==> src/pfd_pkg.sv <==
// Package for the packet flow demultiplexer: slot, beat and result types,
// operation and result codes, and the delivery helper. No dependencies.
package pfd_pkg;

    localparam int SLOTS_DEFAULT = 16;
    localparam int NUM_TABLES    = 4;

    localparam logic [3:0] OP_CLASSIFY    = 4'd0;
    localparam logic [3:0] OP_WRITE_FIRST = 4'd1;
    localparam logic [3:0] OP_WRITE_LAST  = 4'd4;
    localparam logic [3:0] OP_CLEAR_FIRST = 4'd5;
    localparam logic [3:0] OP_CLEAR_LAST  = 4'd8;

    localparam logic [15:0] ETYPE_IPV4 = 16'h0800;
    localparam logic [15:0] ETYPE_ARP  = 16'h0806;
    localparam logic [7:0]  PROTO_ICMP = 8'd1;
    localparam logic [7:0]  PROTO_TCP  = 8'd6;
    localparam logic [7:0]  PROTO_UDP  = 8'd17;

    localparam logic [7:0] ETH_HDR_BYTES = 8'd14;
    localparam logic [7:0] UDP_HDR_BYTES = 8'd8;

    localparam logic [1:0] TBL_UDP    = 2'd0;
    localparam logic [1:0] TBL_ACTIVE = 2'd1;
    localparam logic [1:0] TBL_TWAIT  = 2'd2;
    localparam logic [1:0] TBL_LISTEN = 2'd3;

    localparam logic [1:0] ACT_DROP    = 2'd0;
    localparam logic [1:0] ACT_STACK   = 2'd1;
    localparam logic [1:0] ACT_SPLIT   = 2'd2;
    localparam logic [1:0] ACT_UPDATED = 2'd3;

    localparam logic [3:0] KIND_UNSUPPORTED = 4'd0;
    localparam logic [3:0] KIND_UDP_EXACT   = 4'd1;
    localparam logic [3:0] KIND_UDP_WILD    = 4'd2;
    localparam logic [3:0] KIND_TCP_ACTIVE  = 4'd3;
    localparam logic [3:0] KIND_TIME_WAIT   = 4'd4;
    localparam logic [3:0] KIND_LISTEN      = 4'd5;
    localparam logic [3:0] KIND_TCP_MISS    = 4'd6;
    localparam logic [3:0] KIND_ICMP        = 4'd7;
    localparam logic [3:0] KIND_ARP         = 4'd8;
    localparam logic [3:0] KIND_WRITE       = 4'd9;

    typedef struct packed {
        logic        valid;
        logic [31:0] local_addr;
        logic [31:0] remote_addr;
        logic [15:0] host_port;
        logic [15:0] peer_port;
        logic [15:0] session;
    } slot_t;

    typedef struct packed {
        logic [3:0]  op;
        logic [15:0] ethertype;
        logic [7:0]  ip_protocol;
        logic [3:0]  ip_header_words;
        logic [3:0]  tcp_header_words;
        logic [13:0] frame_length;
        logic [31:0] addr_a;
        logic [31:0] addr_b;
        logic [15:0] port_a;
        logic [15:0] port_b;
        logic [3:0]  entry_index;
        logic [15:0] session_in;
    } req_t;

    typedef struct packed {
        logic [1:0]  action;
        logic [3:0]  match_kind;
        logic [15:0] session_out;
        logic [7:0]  header_length;
        logic [13:0] payload_length;
    } res_t;

    // Session 0 sends the whole frame to the stack; otherwise split it.
    function automatic res_t deliver(logic [3:0] kind, logic [15:0] sess,
                                     logic [7:0] hdr, logic [13:0] flen);
        res_t r;
        r = '0;
        r.match_kind = kind;
        if (sess == 16'd0) begin
            r.action = ACT_STACK;
        end
        else begin
            r.action         = ACT_SPLIT;
            r.session_out    = sess;
            r.header_length  = hdr;
            r.payload_length = (flen > 14'(hdr)) ? (flen - 14'(hdr)) : 14'd0;
        end
        return r;
    endfunction

endpackage

==> src/pfd_engine.sv <==
// Lookup sequencer: clears the slot memory after reset, applies table edits
// and scans the tables one slot per cycle. Depends on pfd_pkg.
module pfd_engine #(
    parameter int SLOTS = pfd_pkg::SLOTS_DEFAULT,
    localparam int ADDR_W = $clog2(pfd_pkg::NUM_TABLES * SLOTS)
) (
    input  logic               clk,
    input  logic               rst_n,
    input  logic               req_valid,
    input  pfd_pkg::req_t      req,
    output logic               req_ready,
    output logic               res_valid,
    output pfd_pkg::res_t      res,
    input  logic               res_take,
    output logic               rd_en,
    output logic [ADDR_W-1:0]  rd_addr,
    input  pfd_pkg::slot_t     rd_data,
    output logic               wr_en,
    output logic [ADDR_W-1:0]  wr_addr,
    output pfd_pkg::slot_t     wr_data
);
    import pfd_pkg::*;

    localparam int CNT_W = $clog2(SLOTS + 1);
    localparam logic [ADDR_W-1:0] LAST_ADDR = ADDR_W'(NUM_TABLES * SLOTS - 1);

    typedef enum logic [4:0] {
        ST_CLEAR = 5'b00001,
        ST_IDLE  = 5'b00010,
        ST_SCAN  = 5'b00100,
        ST_WB    = 5'b01000,
        ST_DONE  = 5'b10000
    } state_t;

    state_t             state_reg, state_next;
    logic [ADDR_W-1:0]  addr_reg, addr_next;
    logic [CNT_W-1:0]   cnt_reg, cnt_next;
    logic [1:0]         tbl_reg, tbl_next;
    logic               chk_v_reg, chk_v_next;
    logic               chk_last_reg, chk_last_next;
    logic [ADDR_W-1:0]  chk_addr_reg, chk_addr_next;
    logic               wc_found_reg, wc_found_next;
    logic [ADDR_W-1:0]  wc_addr_reg, wc_addr_next;
    slot_t              wc_slot_reg, wc_slot_next;
    req_t               req_reg, req_next;
    logic [7:0]         hdr_reg, hdr_next;
    res_t               res_reg, res_next;

    logic port_ok, laddr_wc, raddr_wc, exact_wc, local_wc, strict_hit;
    logic hit_now, issue;
    slot_t wb_slot;

    function automatic logic [ADDR_W-1:0] table_base(logic [1:0] t);
        return ADDR_W'(t) * ADDR_W'(SLOTS);
    endfunction

    // Compare the slot read last cycle against the held frame.
    always_comb
    begin
        port_ok    = rd_data.valid && (rd_data.host_port == req_reg.port_b);
        laddr_wc   = (rd_data.local_addr == 32'd0) || (rd_data.local_addr == req_reg.addr_b);
        raddr_wc   = (rd_data.remote_addr == 32'd0)
                     || (rd_data.remote_addr == req_reg.addr_a);
        local_wc   = port_ok && laddr_wc;
        exact_wc   = local_wc && raddr_wc && (rd_data.peer_port == req_reg.port_a);
        strict_hit = port_ok && (rd_data.peer_port == req_reg.port_a)
                     && (rd_data.remote_addr == req_reg.addr_a)
                     && (rd_data.local_addr == req_reg.addr_b);
        case (tbl_reg)
            TBL_UDP:    hit_now = chk_v_reg && exact_wc;
            TBL_LISTEN: hit_now = chk_v_reg && local_wc;
            default:    hit_now = chk_v_reg && strict_hit;
        endcase
        issue = (state_reg == ST_SCAN) && (cnt_reg != CNT_W'(SLOTS)) && !hit_now;
    end

    always_comb
    begin
        state_next    = state_reg;
        addr_next     = addr_reg;
        cnt_next      = cnt_reg;
        tbl_next      = tbl_reg;
        chk_v_next    = 1'b0;
        chk_last_next = 1'b0;
        chk_addr_next = addr_reg;
        wc_found_next = wc_found_reg;
        wc_addr_next  = wc_addr_reg;
        wc_slot_next  = wc_slot_reg;
        req_next      = req_reg;
        hdr_next      = hdr_reg;
        res_next      = res_reg;
        rd_en         = 1'b0;
        rd_addr       = addr_reg;
        wr_en         = 1'b0;
        wr_addr       = addr_reg;
        wr_data       = '0;
        wb_slot       = wc_slot_reg;
        wb_slot.peer_port = req_reg.port_a;

        unique case (state_reg)
            ST_CLEAR:
            begin
                wr_en = 1'b1;
                if (addr_reg == LAST_ADDR)
                begin
                    addr_next  = '0;
                    state_next = ST_IDLE;
                end
                else
                begin
                    addr_next = addr_reg + 1'b1;
                end
            end
            ST_IDLE:
            begin
                if (req_valid)
                begin
                    req_next      = req;
                    hdr_next      = ETH_HDR_BYTES + 8'({req.ip_header_words, 2'b00})
                                    + ((req.ip_protocol == PROTO_UDP) ? UDP_HDR_BYTES
                                       : 8'({req.tcp_header_words, 2'b00}));
                    cnt_next      = '0;
                    wc_found_next = 1'b0;
                    res_next      = '0;
                    state_next    = ST_DONE;
                    case (req.op) inside
                        [OP_WRITE_FIRST:OP_CLEAR_LAST]:
                        begin
                            res_next.action     = ACT_UPDATED;
                            res_next.match_kind = KIND_WRITE;
                            if ({28'd0, req.entry_index} < 32'(SLOTS))
                            begin
                                wr_en   = 1'b1;
                                wr_addr = table_base(2'(req.op - 4'd1))
                                          + ADDR_W'(req.entry_index);
                                if (req.op <= OP_WRITE_LAST)
                                begin
                                    wr_data.valid       = 1'b1;
                                    wr_data.remote_addr = req.addr_a;
                                    wr_data.local_addr  = req.addr_b;
                                    wr_data.peer_port   = req.port_a;
                                    wr_data.host_port   = req.port_b;
                                    wr_data.session     = req.session_in;
                                end
                            end
                        end
                        OP_CLASSIFY:
                        begin
                            if (req.ethertype == ETYPE_ARP)
                            begin
                                res_next.action     = ACT_STACK;
                                res_next.match_kind = KIND_ARP;
                            end
                            else if (req.ethertype == ETYPE_IPV4)
                            begin
                                if (req.ip_protocol == PROTO_ICMP)
                                begin
                                    res_next.action     = ACT_STACK;
                                    res_next.match_kind = KIND_ICMP;
                                end
                                else if (req.ip_protocol == PROTO_UDP)
                                begin
                                    tbl_next   = TBL_UDP;
                                    addr_next  = table_base(TBL_UDP);
                                    state_next = ST_SCAN;
                                end
                                else if (req.ip_protocol == PROTO_TCP)
                                begin
                                    tbl_next   = TBL_ACTIVE;
                                    addr_next  = table_base(TBL_ACTIVE);
                                    state_next = ST_SCAN;
                                end
                            end
                        end
                        default:
                        begin
                            res_next = '0;
                        end
                    endcase
                end
            end
            ST_SCAN:
            begin
                if (issue)
                begin
                    rd_en         = 1'b1;
                    addr_next     = addr_reg + 1'b1;
                    cnt_next      = cnt_reg + 1'b1;
                    chk_v_next    = 1'b1;
                    chk_last_next = (cnt_reg == CNT_W'(SLOTS - 1));
                end
                if (hit_now)
                begin
                    state_next = ST_DONE;
                    res_next   = '0;
                    case (tbl_reg)
                        TBL_UDP:
                            res_next = deliver(KIND_UDP_EXACT, rd_data.session, hdr_reg,
                                               req_reg.frame_length);
                        TBL_ACTIVE:
                            res_next = deliver(KIND_TCP_ACTIVE, rd_data.session, hdr_reg,
                                               req_reg.frame_length);
                        TBL_TWAIT:
                            res_next.match_kind = KIND_TIME_WAIT;
                        default:
                            res_next = deliver(KIND_LISTEN, rd_data.session, hdr_reg,
                                               req_reg.frame_length);
                    endcase
                end
                else
                begin
                    // The first host port and local address hit is kept in case no exact hit follows.
                    if (tbl_reg == TBL_UDP && chk_v_reg && local_wc && !wc_found_reg)
                    begin
                        wc_found_next = 1'b1;
                        wc_addr_next  = chk_addr_reg;
                        wc_slot_next  = rd_data;
                    end
                    if (chk_v_reg && chk_last_reg)
                    begin
                        cnt_next = '0;
                        case (tbl_reg)
                            TBL_UDP:
                                state_next = ST_WB;
                            TBL_LISTEN:
                            begin
                                res_next   = deliver(KIND_TCP_MISS, 16'd0, hdr_reg,
                                                     req_reg.frame_length);
                                state_next = ST_DONE;
                            end
                            default:
                            begin
                                tbl_next  = tbl_reg + 2'd1;
                                addr_next = table_base(tbl_reg + 2'd1);
                            end
                        endcase
                    end
                end
            end
            ST_WB:
            begin
                res_next = '0;
                if (wc_found_reg)
                begin
                    wr_en    = 1'b1;
                    wr_addr  = wc_addr_reg;
                    wr_data  = wb_slot;
                    res_next = deliver(KIND_UDP_WILD, wc_slot_reg.session, hdr_reg,
                                       req_reg.frame_length);
                end
                state_next = ST_DONE;
            end
            ST_DONE:
            begin
                if (res_take)
                begin
                    state_next = ST_IDLE;
                end
            end
            default:
            begin
                state_next = ST_IDLE;
            end
        endcase
    end

    always_ff @(posedge clk or negedge rst_n)
    begin
        if (!rst_n)
        begin
            state_reg    <= ST_CLEAR;
            addr_reg     <= '0;
            cnt_reg      <= '0;
            tbl_reg      <= TBL_UDP;
            chk_v_reg    <= 1'b0;
            chk_last_reg <= 1'b0;
            wc_found_reg <= 1'b0;
        end
        else
        begin
            state_reg    <= state_next;
            addr_reg     <= addr_next;
            cnt_reg      <= cnt_next;
            tbl_reg      <= tbl_next;
            chk_v_reg    <= chk_v_next;
            chk_last_reg <= chk_last_next;
            wc_found_reg <= wc_found_next;
        end
    end

    always_ff @(posedge clk)
    begin
        chk_addr_reg <= chk_addr_next;
        wc_addr_reg  <= wc_addr_next;
        wc_slot_reg  <= wc_slot_next;
        req_reg      <= req_next;
        hdr_reg      <= hdr_next;
        res_reg      <= res_next;
    end

    assign req_ready = (state_reg == ST_IDLE);
    assign res_valid = (state_reg == ST_DONE);
    assign res       = res_reg;

endmodule

==> config.mk <==
export PLATFORM = sky130hd
export DESIGN_NAME = pfd_engine
export DESIGN_NICKNAME = d
export VERILOG_FILES = /design/src/pfd_pkg.sv /design/src/pfd_engine.sv
export SDC_FILE = /design/constraint.sdc
export NUM_CORES = 1
export LEC_CHECK = 0
export BUFFER_PORTS_ARGS = -buffer_cell sky130_fd_sc_hd__buf_2
export CAP_MARGIN = 20
export CORE_ASPECT_RATIO = 1.1
export CORE_UTILIZATION = 30
export DETAILED_ROUTE_END_ITERATION = 10
export HOLD_SLACK_MARGIN = 0.06
export PLACE_DENSITY = 0.64
export SLEW_MARGIN = 0
export SYNTH_ARGS = -nofsm -noshare
export SYNTH_HDL_FRONTEND = slang
export SYNTH_SLANG_ARGS = --single-unit
==> constraint.sdc <==
create_clock -name clk -period 6.4 [get_ports clk]
set_input_delay 1.28 -clock clk [delete_from_list [all_inputs] [get_ports clk]]
set_output_delay 1.28 -clock clk [all_outputs]
set_load 0.005 [all_outputs]
Yosys cells after proc, flatten, opt, wreduce, memory -nomap -nowiden
Cells that the tools add are included.
{"block": "word_totals", "regBits": 292, "input_bits": 283, "wordCells": 200}
{"block": "classes", "order_cmp": 4, "eq_ne": 36, "mux": 87, "addsub": 8, "n_reduce_logical": 39, "n_bitwise": 1}
{"op": "113-bit two-way mux", "n": 4}
{"op": "113-bit one-hot mux with 2 select lines", "n": 1}
{"op": "44-bit two-way mux", "n": 5}
{"op": "44-bit one-hot mux with 3 select lines", "n": 1}
{"op": "38-bit two-way mux", "n": 3}
{"op": "6-bit two-way mux", "n": 19}
{"op": "5-bit two-way mux", "n": 19}
{"op": "32-bit equality test", "n": 2}
{"op": "32-bit logical NOT", "n": 2}
{"op": "16-bit by 12-bit equality test with 1-bit output (second input constant)", "n": 2}
{"op": "16-bit equality test", "n": 2}
{"op": "16-bit logical NOT", "n": 2}
{"op": "2-bit two-way mux", "n": 14}
{"op": "5-bit one-hot mux with 5 select lines", "n": 1}
{"op": "5-bit one-hot mux with 2 select lines", "n": 2}
{"op": "6-bit one-hot mux with 3 select lines", "n": 1}
{"op": "1-bit logical AND", "n": 17}
{"op": "14-bit by 8-bit greater-than comparator with 1-bit output", "n": 1}
{"op": "14-bit two-way mux", "n": 1}
{"op": "2-bit inequality test (second input constant)", "n": 7}
{"op": "14-bit by 8-bit subtractor with 14-bit output", "n": 1}
{"op": "6-bit one-hot mux with 2 select lines", "n": 1}
{"op": "11-bit AND reduction", "n": 1}
{"op": "5-bit by 4-bit equality test with 1-bit output (second input constant)", "n": 2}
{"op": "43 further kinds", "n": 64}

Longest topological paths before layout
Gate-level depths: netlist of the first run.
{"block": "logic_depth", "ltp_word": 14, "ltp_mapped": 11, "depth_no_buf": 11}

Least setup slack after synthesis of the first run
OpenSTA, ideal clock, no wires.
{"block": "synth_timing", "kind": "input port to flip-flop", "startpoint": "input port rd_data[93] in the netlist's numbering", "endpoint": "register wc_slot_reg, in the netlist wb_slot[0], enable pin", "arrival_time_ps": 6936, "t_required_ps": 5834, "stages": 6, "setup_ps": 566, "n_path_buf": 0, "path_slack_ps": -1102, "cell_sequence": "xnor2_1 nand4_1 nor4_1 a21oi_1 or4b_1 nor2_1"}
{"block": "synth_via", "elab_chain_len": 9, "word_cells_on_any_way": 15, "cone_classes": "eq/ne: 1; mux: 1; bitwise: 1; reduce/logical: 12"}
{"element": "from (decl)", "line_no": "pfd_engine.sv:17", "text": "input pfd_pkg::slot_t rd_data,"}
{"element": "32-bit equality test or 32-bit logical NOT (tied branches)", "line_no": "pfd_engine.sv:61, pfd_engine.sv:68"}
{"element": "1-bit logical OR", "line_no": "pfd_engine.sv:61", "text": "laddr_wc = (rd_data.local_addr == 32'd0) || (rd_data.local_addr == req_reg.addr_b);"}
{"element": "1-bit logical AND", "line_no": "pfd_engine.sv:64", "text": "local_wc = port_ok && laddr_wc;"}
{"element": "1-bit logical AND (2 in a row)", "line_no": "pfd_engine.sv:65", "text": "exact_wc = local_wc && raddr_wc && (rd_data.peer_port == req_reg.port_a);"}
{"element": "1-bit logical AND", "line_no": "pfd_engine.sv:70", "text": "TBL_UDP: hit_now = chk_v_reg && exact_wc;"}
{"element": "1-bit one-hot mux with 2 select lines", "line_no": "pfd_engine.sv:69", "text": "case (tbl_reg)"}
{"element": "1-bit NOT (no line)"}
{"element": "3-bit AND reduction (no line) *"}
{"element": "to (signal assigned)", "line_no": "pfd_engine.sv:295", "text": "wc_slot_reg <= wc_slot_next;"}
{"element": "to (decl)", "line_no": "pfd_engine.sv:44", "text": "slot_t wc_slot_reg, wc_slot_next;"}
Every way passes the cells marked *; elsewhere a longest branch is shown, timed or not.
A chain may end at the register's enable or synchronous reset.

==> metrics.yaml, run 1 <==
status: "finished clean"
post_cts.repair.setup_buffers: 0
fin_setup_tns_ns: 0
cts_made_buffers: 31
required_ns: 5.12
report.final.slew_viol_count: 0
ys_top_cells_by_area: "edfxtp_1 59%, a22o_1 8.4%, xnor2_1 6.1%"
dieArea_mm2: 0.0452
grt_pass1_wl_mm: 64.4
via_count: 10400
crit_fanout: 23
h-tree-depth: 1
drv_cap: 0
drt-total-wl_mm: 44.6
hold_class: "register to register"
insertion_delay_ns: 0.58
drive_above_1_share_pct: 36.9
setup_violations: 0
critPathKind: "register to output port"
syn_nets: 1282
worst_slack_ns: 1.28
fin_crit_sh_pct: 80.0
io_pins: 456
grt_setup_unrepaired: "no"
tightest_slew_ns: 1.01
antenna_found_initial: 8
grt_overflow: 0
synthArstFlopShare_pct: 7.27
synth.yosys.seq_area_share_pct: 64.0
portBuffers: 454
synth_edf_count: 262
critical_path_arrival_ns: 3.84
cts_tree: "yes"
gp_congestion: 0.862
wire_per_inst_um: 21.9
ctsHoldBuffers: 0
coreArea_mm2: 0.0435
cp-end-kind: "output port"
cts_buffer_depth: 3
synth.avg_cell_area_um2: 13.7
rows: 80
ant_nets: 0
fmax_mhz: 195
slew_headroom_pct: 32.7
synth_top_area_share_pct: 59.1
dpl_cell_area_mm2: 0.0163
clkSinkCount: 289
start_util_pct: 30.6
powerDensity_mw_per_mm2: 323
drt_first_pass_iters: 6
pre_cts_slack_ns: 1.24
clk_root_buffer_cell: "clkbuf_16"
grt_usage_pct: 19.0
hpwl_mm: 33.6
peakVddDrop_uv: 259
stdcell_area_mm2: 0.0175
crit_path_start_kind: "register"
grt_max_degree: 134
viasPerCell: 5.10
syn_inst: 973
syn2layout_area_growth_pct: 31.5
yosysMostFrequentCell: "edfxtp_1"
grt_pass1_vias: 10400
die_w_um: 203
ys_ff_latch: 289
ys.flop_type: "edfxtp_1"
largest_register_ffs: 110
yosysTopAreaCell: "edfxtp_1"
dieHeight_um: 223
cts.clk_slew.worst_paths_ns: 0.06
p_leak_nw: 7.06
synth_common_cells: "262 x edfxtp_1, 128 x a22o_1, 92 x xnor2_1, 46 x nor2_1, 39 x nor4_1"
drt_iter0_drc: 608
cts_repair_resize_count: 0
drc: 0
hold_violations: 0
timing.final.crit_period_ns: 5.12
synth_cell_types: 67
syn-cell-area_mm2: 0.0133
ys_warn_count: 0
clock_skew_ns: 0.0175
final_nets: 1744
## per-layer routing
layer | track usage (%) | routed length, µm | up-vias
met5 | 0 | 26 | -
met4 | 5.29 | 1010 | 4
met3 | 5.08 | 3920 | 62
met2 | 35.0 | 23000 | 526
met1 | 21.3 | 16700 | 5058
li1 | - | - | 4760
## path summary, 6_finish.rpt
check	startpoint	to	slack, ns	cells past startpoint
worst max-delay path	state_reg[4]$_DFFE_PN0P_	wr_data[78]	1.28	8
worst min-delay path	chk_addr_reg[3]$_DFF_P_	wc_addr_reg[3]$_DFFE_PP_	0.40	0
worst max register to register	req_reg[22]$_DFFE_PP_	wb_slot[53]$_DFFE_PP_	2.53	8
worst min register to register	chk_addr_reg[3]$_DFF_P_	wc_addr_reg[3]$_DFFE_PP_	0.40	0
max in group asynchronous	rst_n	state_reg[0]$_DFFE_PN1P_	5.37	1
min in group asynchronous	rst_n	tbl_reg[0]$_DFFE_PN0P_	0.66	1
## layout make-up
type	count	area [µm²]
Timing Repair Buffer	470	2450
Sequential cell	289	8510
Tap cell	574	718
Multi-Input combinational cell	605	4500
Clock buffer	34	787
Antenna cell	6	15.0
Inverter	38	145
Fill cell	4129	26100
Clock inverter	24	360
## critical path, cell delays in order, from the launching register on
cell and delay (ns):
dfrtp_1 0.41, nor3_1 0.32, nand3b_1 0.46, inv_2 0.28, nand2_1 0.21, a2111oi_4 0.78
buf_4 0.42, a22o_1 0.24, buf_2 0.13
## cells by family after synthesis
family / after synthesis / share of synthesized area, %
DFF: 289 / 64.0
and+or+nand+nor: 241 / 10.1
AOI/OAI and AO/OA: 224 / 13.3
xor gates and xnor gates: 108 / 7.11
buffers and inverters: 79 / 2.54
adders and majority gates: 26 / 2.56
muxes: 5 / 0.376
other: 1 / 0.0282
## cells in the final DEF (no fill, tap or decap), drive strengths merged, types with 4 or more instances in the layout
cell / count
nor3: 22
nor4b: 4
nor4: 43
diode: 6
nand2b: 4
o21ai: 19
xnor2: 92
xor2: 16
nand4: 32
bufinv: 9
and3: 8
inv: 41
dfxtp: 6
buf: 470
nor2b: 6
a31oi: 10
o221ai: 5
or3: 4
edfxtp: 262
a22o: 128
clkinv: 12
dfrtp: 20
o31ai: 5
nand3: 14
ha: 24
nand2: 38
a21o: 6
a21oi: 22
mux2i: 5
nor2: 48
clkbuf: 34
nand3b: 4
## report_power, final
part           total, mW  internal, mW  leakage, nW  switching, mW
registers           2.56          2.42         2.77          0.137
clock network       2.03          1.25        0.564          0.774
logic               1.07         0.437         3.73          0.633
total               5.66          4.11         7.06           1.54
## stage by stage
| stage | instances | total power, mW | utilization, % | hold WS (ns) |
|---|---|---|---|---|
| 2_1_floorplan | 973 | 3.17 | - | 0.386 |
| 4_1_cts | 2033 | 5.71 | 40.1 | 0.403 |
| 3_5_place_dp | 1975 | 3.68 | 37.5 | 0.390 |
| 6_report | 2040 | 5.66 | 40.2 | 0.401 |
| 3_3_place_gp | 1975 | 3.66 | 37.5 | 0.387 |
| 5_1_grt | 2037 | 5.89 | 40.2 | 0.411 |
Power figures use the tool's default switching activity.
==> run 2, diff against run 1 <==
Clock period 6.4 ns to 4.55 ns, I/O delays scaled along.
==> run 2 against run 1 <==
  * Worst hold slack got worse by 0.055 ns
  * Final cell count about the same
  * Final area decreased by 0.10%
  * Largest cell class unchanged
  * Worst setup slack got worse by 0.89 ns
==> metrics.yaml, run 2 (synthesis results as in run 1) <==
status: "finished clean"
grt_pass1_wl_mm: 64.1  # -0.49%
io_pins: 456  # unchanged
critical_path_arrival_ns: 3.25  # -0.59 ns
grt_usage_pct: 19.0  # +0.027 points
fmax_mhz: 241
die_w_um: 203  # unchanged
drv_cap: 0  # unchanged
portBuffers: 454  # unchanged
drt-total-wl_mm: 44.2  # -0.87%
final_nets: 1754  # +0.57%
clk_root_buffer_cell: "clkbuf_16"
antenna_found_initial: 7  # -1
cts.clk_slew.worst_paths_ns: 0.06  # about the same
start_util_pct: 30.6  # unchanged
final_common_cell: "buf_2"
grtUsageMet3_pct: 4.94  # -0.15 points
insertion_delay_ns: 0.55  # -0.03 ns
setup_violations: 0  # unchanged
drt_iter0_drc: 610  # +0.33%
clock_skew_ns: 0.0284  # +0.0109 ns
p_total_mw: 7.74  # +37%
required_ns: 3.64  # -1.48 ns
rows: 80  # unchanged
cp-end-kind: "output port"
ctsHoldBuffers: 0  # unchanged
reg2reg_slack_ns: 0.87  # -1.66 ns
gp_congestion: 0.877  # +1.8%
crit_path_start_kind: "register"
cts_tree: "yes"
hpwl_mm: 33.1  # -1.6%
powerDensity_mw_per_mm2: 443  # +37%
fin_crit_sh_pct: 91.3
grt_max_degree: 134  # unchanged
ant_nets: 0  # unchanged
tightest_slew_ns: 0.984  # -0.0252 ns
path_delay_family: "buffers and inverters"
stdcell_area_mm2: 0.0175  # -0.10%
viasPerCell: 5.16  # +1.1%
via_count: 10500  # +1.1%
slew_headroom_pct: 34.4  # +1.7 points
grt.busiest_layer: "met2"
r2r_end: "res[37]$_SDFFCE_PP0P_"
r2r-start: "req_reg[53]$_DFFE_PP_"
dpl_cell_area_mm2: 0.0164  # +0.68%
cts_buffer_depth: 3  # unchanged
timing.final.crit_period_ns: 4.16
slowest_stage: "a2111oi_4"
h-tree-depth: 2  # +1
largest_register_ffs: 110  # unchanged
drc: 0  # unchanged
cts_made_buffers: 34  # +9.7%
drt_first_pass_iters: 6  # unchanged
clkSinkCount: 289  # unchanged
post_cts.repair.setup_buffers: 0  # unchanged
dieArea_mm2: 0.0452  # unchanged
dieHeight_um: 223  # unchanged
worst_slack_ns: 0.395  # -0.887 ns
path_buf_inv: 4  # +1
gr-usage-met2_pct: 33.3  # -1.8 points
syn2layout_area_growth_pct: 31.3
peakVddDrop_uv: 262  # +0.95%
worstRegToRegCells: 10  # +2
cp.depth: 9  # +1
met1_usage_pct: 21.8  # +0.48 points
fin_setup_tns_ns: 0  # unchanged
p_leak_nw: 7.04  # -0.21%
cts_repair_resize_count: 0  # unchanged
grt_overflow: 0  # unchanged
max_stage_delay_ns: 0.45  # -0.33 ns
wire_per_inst_um: 21.7  # -0.92%
mostFrequentLayoutCells: "454 x buf_2, 262 x edfxtp_1, 128 x a22o_1"
finish.utilization_pct: 40.1  # -0.040 points
coreArea_mm2: 0.0435  # unchanged
hold_class: "primary input to asynchronous set/reset pin"
pre_cts_slack_ns: 0.340  # -0.904 ns
report.final.slew_viol_count: 0  # unchanged
grt_setup_unrepaired: "no"
critPathKind: "register to output port"
hold_violations: 0  # unchanged
drive_above_1_share_pct: 37.1  # +0.17 points
crit_fanout: 77  # +230%
path_cells: "nor3_1 -> nand3b_1 -> buf_4 -> inv_2 -> nand2_1 -> a2111oi_4 -> buf_12 -> a22o_1 -> buf_2"
grt_pass1_vias: 10600  # +1.3%
==> run 2: cell count changes in the layout (fill, tap and decap cells not counted), sizes merged <==
| cell | before | now |
|---|---|---|
| buf | 470 | 477 |
| bufinv | 9 | 1 |
| clkbuf | 34 | 42 |
| clkinv | 12 | 8 |
| clkinvlp | 0 | 2 |
| diode | 6 | 3 |
| inv | 41 | 40 |
==> run 2: report_power, final <==
part | switching (mW) | internal, mW | leakage [nW]
clock | 1.10 | 1.50 | 0.507
combinational | 0.900 | 0.641 | 3.77
sequential | 0.200 | 3.40 | 2.77
==> run 2: final cells by class <==
type / instances / area [µm²]
fillers: 4141 / 26100
multi-input cells: 605 / 4500
clock inverters: 13 / 109
repair buffers: 477 / 2560
well taps: 574 / 718
inverters: 38 / 146
clock buffers: 42 / 922
diodes: 3 / 7.51
flip-flops and latches: 289 / 8510
==> run 2: routing by layer <==
metal  wire length, µm  vias up
met1             16700     5118
met5                48        -
met4              1610        8
met3              3900       92
li1                  -     4771
met2             22000      537
==> run 2: worst max-delay path by stage <==
stage	end	slack, ns	from
finish	wr_data[67]	0.39	state_reg[4]$_DFFE_PN0P_
detailed placement	res[37]$_SDFFCE_PP0P_	0.34	rd_data[81]
global placement	res[26]$_SDFFCE_PP0P_	0.45	rd_data[81]
floorplan	wb_slot[0]$_DFFE_PP_	0.27	rd_data[93]
global route	wr_data[33]	0.24	state_reg[4]$_DFFE_PN0P_
CTS	wr_data[67]	0.36	state_reg[4]$_DFFE_PN0P_
==> run 2: stage by stage <==
stage               instances  hold slack (ns)
finish                   2041            0.346
global route             2041            0.361
global placement         1983            0.386
floorplan                 973            0.386
detailed placement       1983            0.389
CTS                      2038            0.319
